==> src/cmi3_pkg.sv <==
`timescale 1ns / 1ps
// ----------------------------------------------------------------------------
// Costmap inflation 3x3 package
// Item types, register indexes and the window helpers shared by the block.
// ----------------------------------------------------------------------------
package cmi3_pkg;

  localparam int CfgIdxW    = 3;
  localparam int MapWidthW  = 10;
  localparam int MapHeightW = 13;
  localparam int RowCountW  = 12;
  localparam int MaxHeight  = 4096;

  localparam logic [CfgIdxW-1:0] CFG_MAP_WIDTH    = 3'd0;
  localparam logic [CfgIdxW-1:0] CFG_MAP_HEIGHT   = 3'd1;
  localparam logic [CfgIdxW-1:0] CFG_LETHAL_VALUE = 3'd2;
  localparam logic [CfgIdxW-1:0] CFG_CENTER_COST  = 3'd3;
  localparam logic [CfgIdxW-1:0] CFG_EDGE_COST    = 3'd4;
  localparam logic [CfgIdxW-1:0] CFG_CORNER_COST  = 3'd5;

  localparam logic ACTION_CELL  = 1'b0;
  localparam logic ACTION_FLUSH = 1'b1;

  // Window bit index is row * 3 + col, row 0 on top, col 0 on the left.
  localparam logic [8:0] CornerMask = 9'h145;
  localparam logic [8:0] EdgeMask   = 9'h0AA;
  localparam logic [8:0] CenterMask = 9'h010;
  localparam logic [8:0] KeepMask   = 9'h0DB;

  typedef struct packed {
    logic       action;
    logic [7:0] cell_value;
  } in_item_t;

  typedef struct packed {
    logic [7:0] cost;
    logic       last_of_frame;
  } out_item_t;

  // Shift the window one column left and insert a new right column.
  function automatic logic [8:0] win_shift(logic [8:0] win, logic top, logic mid,
                                           logic bot);
    logic [8:0] w;
    w    = (win >> 1) & KeepMask;
    w[2] = top;
    w[5] = mid;
    w[8] = bot;
    return w;
  endfunction

  function automatic logic [7:0] win_cost(logic [8:0] win, logic [7:0] center_cost,
                                          logic [7:0] edge_cost, logic [7:0] corner_cost);
    logic [7:0] best;
    best = 8'd0;
    if (((win & CornerMask) != 9'd0) && (corner_cost > best)) best = corner_cost;
    if (((win & EdgeMask) != 9'd0) && (edge_cost > best)) best = edge_cost;
    if (((win & CenterMask) != 9'd0) && (center_cost > best)) best = center_cost;
    return best;
  endfunction

endpackage

==> src/costmap_inflation_3x3_top.sv <==
`timescale 1ns / 1ps
// A cell's cost is formed from the stage register once the item that completes
// its neighborhood (one row and one column later) is accepted. Throughput: one
// item per cycle unless stalled; an end-of-row item yields two results, and
// the output port takes one per cycle, so a four-entry result queue stalls input.
// Reset clears counters, window, stage and queue; the line buffers keep no reset.
// ----------------------------------------------------------------------------
// Costmap obstacle inflation, 3x3 kernel
// Streams raster cells, keeps obstacle flags of two rows in a line buffer
// memory and slides a 3x3 flag window to produce the inflated cost per cell.
// ----------------------------------------------------------------------------
module costmap_inflation_3x3_top
  import cmi3_pkg::*;
#(
  parameter int MAX_WIDTH = 512
) (
  input  logic                 clk_i,
  input  logic                 rst_ni,
  input  logic                 cfg_we_i,
  input  logic [CfgIdxW-1:0]   cfg_addr_i,
  input  logic [MapHeightW-1:0] cfg_wdata_i,
  input  logic                 in_valid_i,
  output logic                 in_stall_o,
  input  in_item_t             in_item_i,
  output logic                 out_valid_o,
  input  logic                 out_stall_i,
  output out_item_t            out_item_o
);

  localparam int CW = $clog2(MAX_WIDTH);
  localparam int WW = (CW + 1 > MapWidthW) ? CW + 1 : MapWidthW;
  localparam int QDepth = 4;
  localparam int QPtrW = 2;
  localparam int QCntW = 3;

  // Configuration registers.
  logic [MapWidthW-1:0]  map_width_q;
  logic [MapHeightW-1:0] map_height_q;
  logic [7:0] lethal_value_q, center_cost_q, edge_cost_q, corner_cost_q;

  always_ff @(posedge clk_i or negedge rst_ni) begin
    if (!rst_ni) begin
      map_width_q    <= 10'd384;
      map_height_q   <= 13'd384;
      lethal_value_q <= 8'd254;
      center_cost_q  <= 8'd254;
      edge_cost_q    <= 8'd80;
      corner_cost_q  <= 8'd50;
    end else if (cfg_we_i) begin
      case (cfg_addr_i)
        CFG_MAP_WIDTH:    map_width_q    <= cfg_wdata_i[MapWidthW-1:0];
        CFG_MAP_HEIGHT:   map_height_q   <= cfg_wdata_i;
        CFG_LETHAL_VALUE: lethal_value_q <= cfg_wdata_i[7:0];
        CFG_CENTER_COST:  center_cost_q  <= cfg_wdata_i[7:0];
        CFG_EDGE_COST:    edge_cost_q    <= cfg_wdata_i[7:0];
        CFG_CORNER_COST:  corner_cost_q  <= cfg_wdata_i[7:0];
        default: ;
      endcase
    end
  end

  // Effective map size, clamped to the supported range.
  logic [WW-1:0]         w_eff;
  logic [MapHeightW-1:0] h_eff;

  always_comb begin
    w_eff = WW'(map_width_q);
    if (map_width_q == '0) w_eff = WW'(1);
    else if (WW'(map_width_q) > WW'(MAX_WIDTH)) w_eff = WW'(MAX_WIDTH);
    h_eff = map_height_q;
    if (map_height_q == '0) h_eff = MapHeightW'(1);
    else if (map_height_q > MapHeightW'(MaxHeight)) h_eff = MapHeightW'(MaxHeight);
  end

  // Position counters. The column counter also counts flush items.
  logic [CW-1:0]        col_q, col_d;
  logic [RowCountW-1:0] row_q, row_d;
  logic                 draining_q, draining_d;

  // Stage register between acceptance and the window logic.
  logic          a_valid_q, a_valid_d;
  logic          a_flush_q, a_cur_q, a_first_q, a_top_ok_q, a_mid_ok_q, a_end_row_q;
  logic [CW-1:0] a_ci_q;
  logic          a_adv;

  // Line buffer entry: bit 1 is the flag two rows above, bit 0 the row above.
  logic [1:0] lb_mem [MAX_WIDTH];
  logic [1:0] rd_q, fwd_val_q, lb_rd, lb_wr;
  logic       fwd_q;

  // Result queue.
  out_item_t        q_mem [QDepth];
  logic [QPtrW-1:0] q_wr_q, q_rd_q;
  logic [QCntW-1:0] q_cnt_q, q_cnt_d;
  logic             q_pop;

  logic [8:0] win_q, win_d, win0, win1, win2;
  logic       res1_v, res2_v;
  out_item_t  res1, res2;

  logic accept, take, is_cell, end_row, cur;

  assign accept  = in_valid_i && !in_stall_o;
  assign is_cell = (in_item_i.action == ACTION_CELL);
  assign take    = accept && (is_cell ? !draining_q : draining_q);
  assign end_row = ((WW'(col_q) + WW'(1)) >= w_eff);
  assign cur     = is_cell && (in_item_i.cell_value == lethal_value_q);

  // The stage moves on when the queue has room for two results.
  assign a_adv      = a_valid_q && (q_cnt_q <= QCntW'(QDepth - 2));
  assign in_stall_o = a_valid_q && !a_adv;

  always_comb begin
    col_d      = col_q;
    row_d      = row_q;
    draining_d = draining_q;
    if (take) begin
      if (is_cell) begin
        if (end_row) begin
          col_d = '0;
          if ((MapHeightW'(row_q) + MapHeightW'(1)) >= h_eff) begin
            draining_d = 1'b1;
            row_d      = '0;
          end else begin
            row_d = row_q + RowCountW'(1);
          end
        end else begin
          col_d = col_q + CW'(1);
        end
      end else begin
        if (end_row) begin
          col_d      = '0;
          row_d      = '0;
          draining_d = 1'b0;
        end else begin
          col_d = col_q + CW'(1);
        end
      end
    end
  end

  always_comb begin
    a_valid_d = a_valid_q;
    if (take) a_valid_d = 1'b1;
    else if (a_adv) a_valid_d = 1'b0;
  end

  always_ff @(posedge clk_i or negedge rst_ni) begin
    if (!rst_ni) begin
      col_q      <= '0;
      row_q      <= '0;
      draining_q <= 1'b0;
      a_valid_q  <= 1'b0;
      fwd_q      <= 1'b0;
    end else begin
      col_q      <= col_d;
      row_q      <= row_d;
      draining_q <= draining_d;
      a_valid_q  <= a_valid_d;
      if (take) begin
        fwd_q <= a_adv && !a_flush_q && (a_ci_q == col_q);
      end
    end
  end

  always_ff @(posedge clk_i) begin
    if (take) begin
      a_flush_q   <= !is_cell;
      a_cur_q     <= cur;
      a_ci_q      <= col_q;
      a_first_q   <= (col_q == '0);
      a_mid_ok_q  <= is_cell ? (row_q != '0) : 1'b1;
      a_top_ok_q  <= is_cell ? (row_q >= RowCountW'(2)) : (h_eff >= MapHeightW'(2));
      a_end_row_q <= end_row;
      fwd_val_q   <= lb_wr;
    end
  end

  // A write by the item ahead to the same column is forwarded around the memory.
  assign lb_rd = fwd_q ? fwd_val_q : rd_q;
  assign lb_wr = {lb_rd[0], a_cur_q};

  always_ff @(posedge clk_i) begin
    if (take) begin
      rd_q <= lb_mem[col_q];
    end
  end

  always_ff @(posedge clk_i) begin
    if (a_adv && !a_flush_q) begin
      lb_mem[a_ci_q] <= lb_wr;
    end
  end

  // Window and results for the item in the stage register.
  always_comb begin
    win0   = a_first_q ? 9'd0 : win_q;
    win1   = win_shift(win0, lb_rd[1] && a_top_ok_q, lb_rd[0] && a_mid_ok_q, a_cur_q);
    win2   = win_shift(win1, 1'b0, 1'b0, 1'b0);
    res1_v = a_adv && a_mid_ok_q && !a_first_q;
    res2_v = a_adv && a_mid_ok_q && a_end_row_q;
    res1.cost          = win_cost(win1, center_cost_q, edge_cost_q, corner_cost_q);
    res1.last_of_frame = 1'b0;
    res2.cost          = win_cost(win2, center_cost_q, edge_cost_q, corner_cost_q);
    res2.last_of_frame = a_flush_q;
    win_d = win_q;
    if (a_adv) begin
      if (a_flush_q && a_end_row_q) win_d = 9'd0;
      else if (a_end_row_q) win_d = win2;
      else win_d = win1;
    end
  end

  assign q_pop = out_valid_o && !out_stall_i;

  always_comb begin
    q_cnt_d = q_cnt_q + QCntW'(res1_v) + QCntW'(res2_v);
    if (q_pop) q_cnt_d = q_cnt_d - QCntW'(1);
  end

  always_ff @(posedge clk_i or negedge rst_ni) begin
    if (!rst_ni) begin
      win_q   <= '0;
      q_wr_q  <= '0;
      q_rd_q  <= '0;
      q_cnt_q <= '0;
    end else begin
      win_q   <= win_d;
      q_wr_q  <= q_wr_q + QPtrW'(res1_v) + QPtrW'(res2_v);
      if (q_pop) q_rd_q <= q_rd_q + QPtrW'(1);
      q_cnt_q <= q_cnt_d;
    end
  end

  always_ff @(posedge clk_i) begin
    if (res1_v) q_mem[q_wr_q] <= res1;
    if (res2_v) q_mem[q_wr_q + QPtrW'(res1_v)] <= res2;
  end

  assign out_valid_o = (q_cnt_q != '0);
  assign out_item_o  = q_mem[q_rd_q];

  // The queue never holds more than its depth.
  assert property (@(posedge clk_i) disable iff (!rst_ni)
    q_cnt_q <= QCntW'(QDepth))
    else $error("result queue overflow");

  // The final flush item of a frame leaves a cleared window.
  assert property (@(posedge clk_i) disable iff (!rst_ni)
    (a_adv && a_flush_q && a_end_row_q) |=> (win_q == 9'd0))
    else $error("window not cleared at end of frame");

  // Forwarding is only armed when the item ahead wrote the line buffer.
  assert property (@(posedge clk_i) disable iff (!rst_ni)
    ($rose(fwd_q)) |-> $past(a_adv && !a_flush_q))
    else $error("line buffer forward without a write");

endmodule
==> config.mk <==
export PLATFORM = sky130hd
export DESIGN_NAME = costmap_inflation_3x3_top
export DESIGN_NICKNAME = d
export VERILOG_FILES = /design/src/cmi3_pkg.sv /design/src/costmap_inflation_3x3_top.sv
export SDC_FILE = /design/constraint.sdc
export NUM_CORES = 2
export LEC_CHECK = 0
export BUFFER_PORTS_ARGS = -buffer_cell sky130_fd_sc_hd__buf_2
export CAP_MARGIN = 20
export CORE_MARGIN = 1.5
export CORE_UTILIZATION = 30
export DETAILED_ROUTE_END_ITERATION = 7
export PLACE_DENSITY = 0.55
export SLEW_MARGIN = 15
export SYNTH_ARGS = -nofsm -noshare
export SYNTH_HDL_FRONTEND = slang
export SYNTH_SLANG_ARGS = --single-unit
export TNS_END_PERCENT = 5
==> constraint.sdc <==
create_clock -name clk_i -period 21.2 [get_ports clk_i]
set_clock_uncertainty 0.2 [all_clocks]
set_input_delay 4.24 -clock clk_i [delete_from_list [all_inputs] [get_ports clk_i]]
set_output_delay 4.24 -clock clk_i [all_outputs]
set_load 0.05 [all_outputs]
==> results.cfg <==
[critical_path]
critPathCaptureType = output pin
arrival_ns = 2.32
crit_path_max_fanout = 11
criticalPathCategory = register to output pin
r2r-start = col_q[0]$_DFFE_PN0P_
worstPathRequired_ns = 16.76
ff2ff_setup_slack_ns = 15.54
cp-start-kind = register
r2r-end = rd_q[1]$_DFFE_PP_
r2r_cells = 10

[layout]
final_nets = 3217
multi_input_area_sq_um = 14450
syn_to_final_growth_pct = 11.89
diodes = 0
seqCellArea_sq_um = 34750
drive_gt1_share_pct = 19.86
finalNonFillerCells = 5422
fillers = 15973

[cts]
cts_max_level = 3
cts.sinks = 1171
cts_made_buffers = 117
hold_buffers = 0
post_cts_buffers = 0
cts_tree = yes
clock_latency_ns = 0.74
clk_pin_slew_ns = 0.06
cts_resized = 0
ctsLongestPathBuffers = 3
cts_root_buffer = clkbuf_16

[routing]
avgViaCountPerCell = 5.108
via_count = 27697
initialDrtViolationCount = 2990
remaining_drc_errors = 0
drt-total-wl_um = 131300
drt-pass1-iter-count = 5
drtAntennaViolNets = 0
wire_per_inst_um = 24.21

[timing]
drv_slew = 0
hold_viol = 0
min_period_ns = 6.764
slew_headroom_pct = 18.84
setup_violations = 0
rsz0062_at_grt = no
setup_tns_ns = 0
worst-slew-pin-transition_ns = 1.217
period_share_pct = 31.90
max_freq_mhz = 147.9

[floorplan]
placementRows = 150
fp.dieW_um = 412.6
core-area_sq_um = 166800
die_y_um = 412.6
ios = 41
initial_core_util_pct = 30.17
die_area_sq_um = 170200

[pwr]
pwr-share-seq_pct = 42.0
static-leakage-power_nw = 17.72
p_total_mw = 6.932
irDropWorstVdd_mv = 0.06922
p_sw_share_pct = 33.17
p_int_mw = 4.633
p_sw_mw = 2.299
power_frac_clock_pct = 28.1
p_comb_share_pct = 30.0
power.density_nw_per_um2 = 123.1

[place]
dp_hpwl_um = 76400
io_buffer_count = 40
gp_congestion = 0.8095
numPlacedInstances = 5207

[synth]
ys_seq_area_share_pct = 69.00
synth_top_cell_by_area = edfxtp_1
synth.top_cell.area_share_pct = 64.37
yosysMostFrequentCell = edfxtp_1
synth_area_per_cell_sq_um = 16.19
synth_area_leaders = edfxtp_1, mux4_2, nor2_1
ys_seq_elements = 1171
synth_edf_count = 1079
synth_cells = 3109
synth.distinct_cells = 72
async_reset_ff_share_pct = 7.857
synth_ff_type = edfxtp_1
synthTopCellsByCount = edfxtp_1, nor2_1, mux4_2
syn_area_sq_um = 50330
syn-num-nets = 3204
yosysWarnings = 0

[worst_hold_path]
hp-class = register to register
whs_path_depth = 2
worstHoldEndpoint = win_q[5]$_DFFE_PN0P_
min_from = win_q[5]$_DFFE_PN0P_

[outcome]
status = finished, final reports clean

[global_routing]
grt_pass1_wl_um = 192100
grt_use_total_pct = 15.24
grt_overflow_total = 0
grt_max_degree = 232
first_global_vias = 28034
antenna_found_initial = 3

[flow_run]
drv_cap = 0
kinds of logic (layout without fill, tap and decap cells):
group                      after synthesis  in the layout  synth area share (%)
and+or+nand+nor                        924            924                 7.708
muxes                                  415            415                 15.12
AOI/OAI and AO/OA                      245            245                 3.296
xor gates and xnor gates                40             40                0.6960
adders and majority gates               65             65                 1.631
DFF                                   1171           1171                 69.00
buffers and inverters                  249            358                 2.550
routing by layer:
metal  routed length, um  track usage, %  up-vias
li1                    -               -    12031
met1               57130           21.31    14507
met2               61970           24.55      961
met3                8829           2.626      198
met4                3364           3.816        0
met5                   0               0        -
worst max path at each step:
stage	from	to	slack (ns)	depth (start not counted)
floorplan	a_cur_q$_DFFE_PP_	q_mem[1][1]$_DFFE_PP_	10.61	20
global placement	in_item_i[8]	col_q[4]$_DFFE_PN0P_	14.51	6
detailed placement	in_item_i[8]	col_q[7]$_DFFE_PN0P_	14.51	6
CTS	q_rd_q[0]$_DFFE_PN0P_	out_item_o[0]	14.33	2
global route	q_rd_q[0]$_DFFE_PN0P_	out_item_o[3]	14.27	2
finish	q_rd_q[0]$_DFFE_PN0P_	out_item_o[2]	14.44	2
state kept, by name, indices dropped and copies added, names as in the netlist, 6 cells and up:
| signal | flops |
|---|---|
| map_height_q | 13 |
| corner_cost_q | 8 |
| q_mem | 36 |
| a_ci_q | 9 |
| center_cost_q | 8 |
| lb_mem | 1024 |
| row_q | 12 |
| col_q | 9 |
| win_q | 6 |
| lethal_value_q | 8 |
| map_width_q | 10 |
| edge_cost_q | 8 |
metrics by stage:
stage	worst slack [ns]	utilization [%]	hold WS [ns]	area, sq um
global route	14.27	33.76	0.3168	56320
global placement	14.51	31.63	0.2545	52780
CTS	14.33	33.76	0.2722	56320
detailed placement	14.51	31.63	0.2592	52780
finish	14.44	33.76	0.2659	56320
floorplan	10.61	-	0.2261	50330
power groups by stage:
stage / Clock [mW] / Sequential [mW] / Combinational [mW]
finish: 1.94 / 2.91 / 2.08
global route: 2.07 / 2.92 / 2.23
CTS: 1.99 / 2.91 / 2.10
detailed placement: 0 / 2.96 / 2.10
global placement: 0 / 2.96 / 2.08
floorplan: 0 / 2.95 / 1.47
worst max-delay path: stages, from the launching register on:
cell and delay (ns):
dfrtp_1 0.76, mux4_2 0.61, buf_2 0.23
layout make-up:
cell class                      instances  share of cell area, %
Clock buffer                          153                  5.481
Sequential cell                      1171                  61.70
Inverter                               48                 0.3199
Timing Repair Buffer                   95                  1.137
Tap cell                             2204                  4.896
Multi-Input combinational cell       1689                  25.66
Clock inverter                         62                 0.8087
cells in the final DEF (no fill, tap or decap), types with 30 or more instances in the layout:
cell type and count:
a21oi_1 40, a22oi_1 30, buf_2 39, buf_4 54, clkbuf_1 33, clkbuf_16 117
dfrtp_1 64, edfxtp_1 1079, ha_1 64, inv_1 44, mux2_2 62, mux2i_1 84
mux4_2 262, nand2_1 167, nand3_1 35, nor2_1 565, nor3_1 33, o21ai_0 45
(Power assumes the default switching activity.)
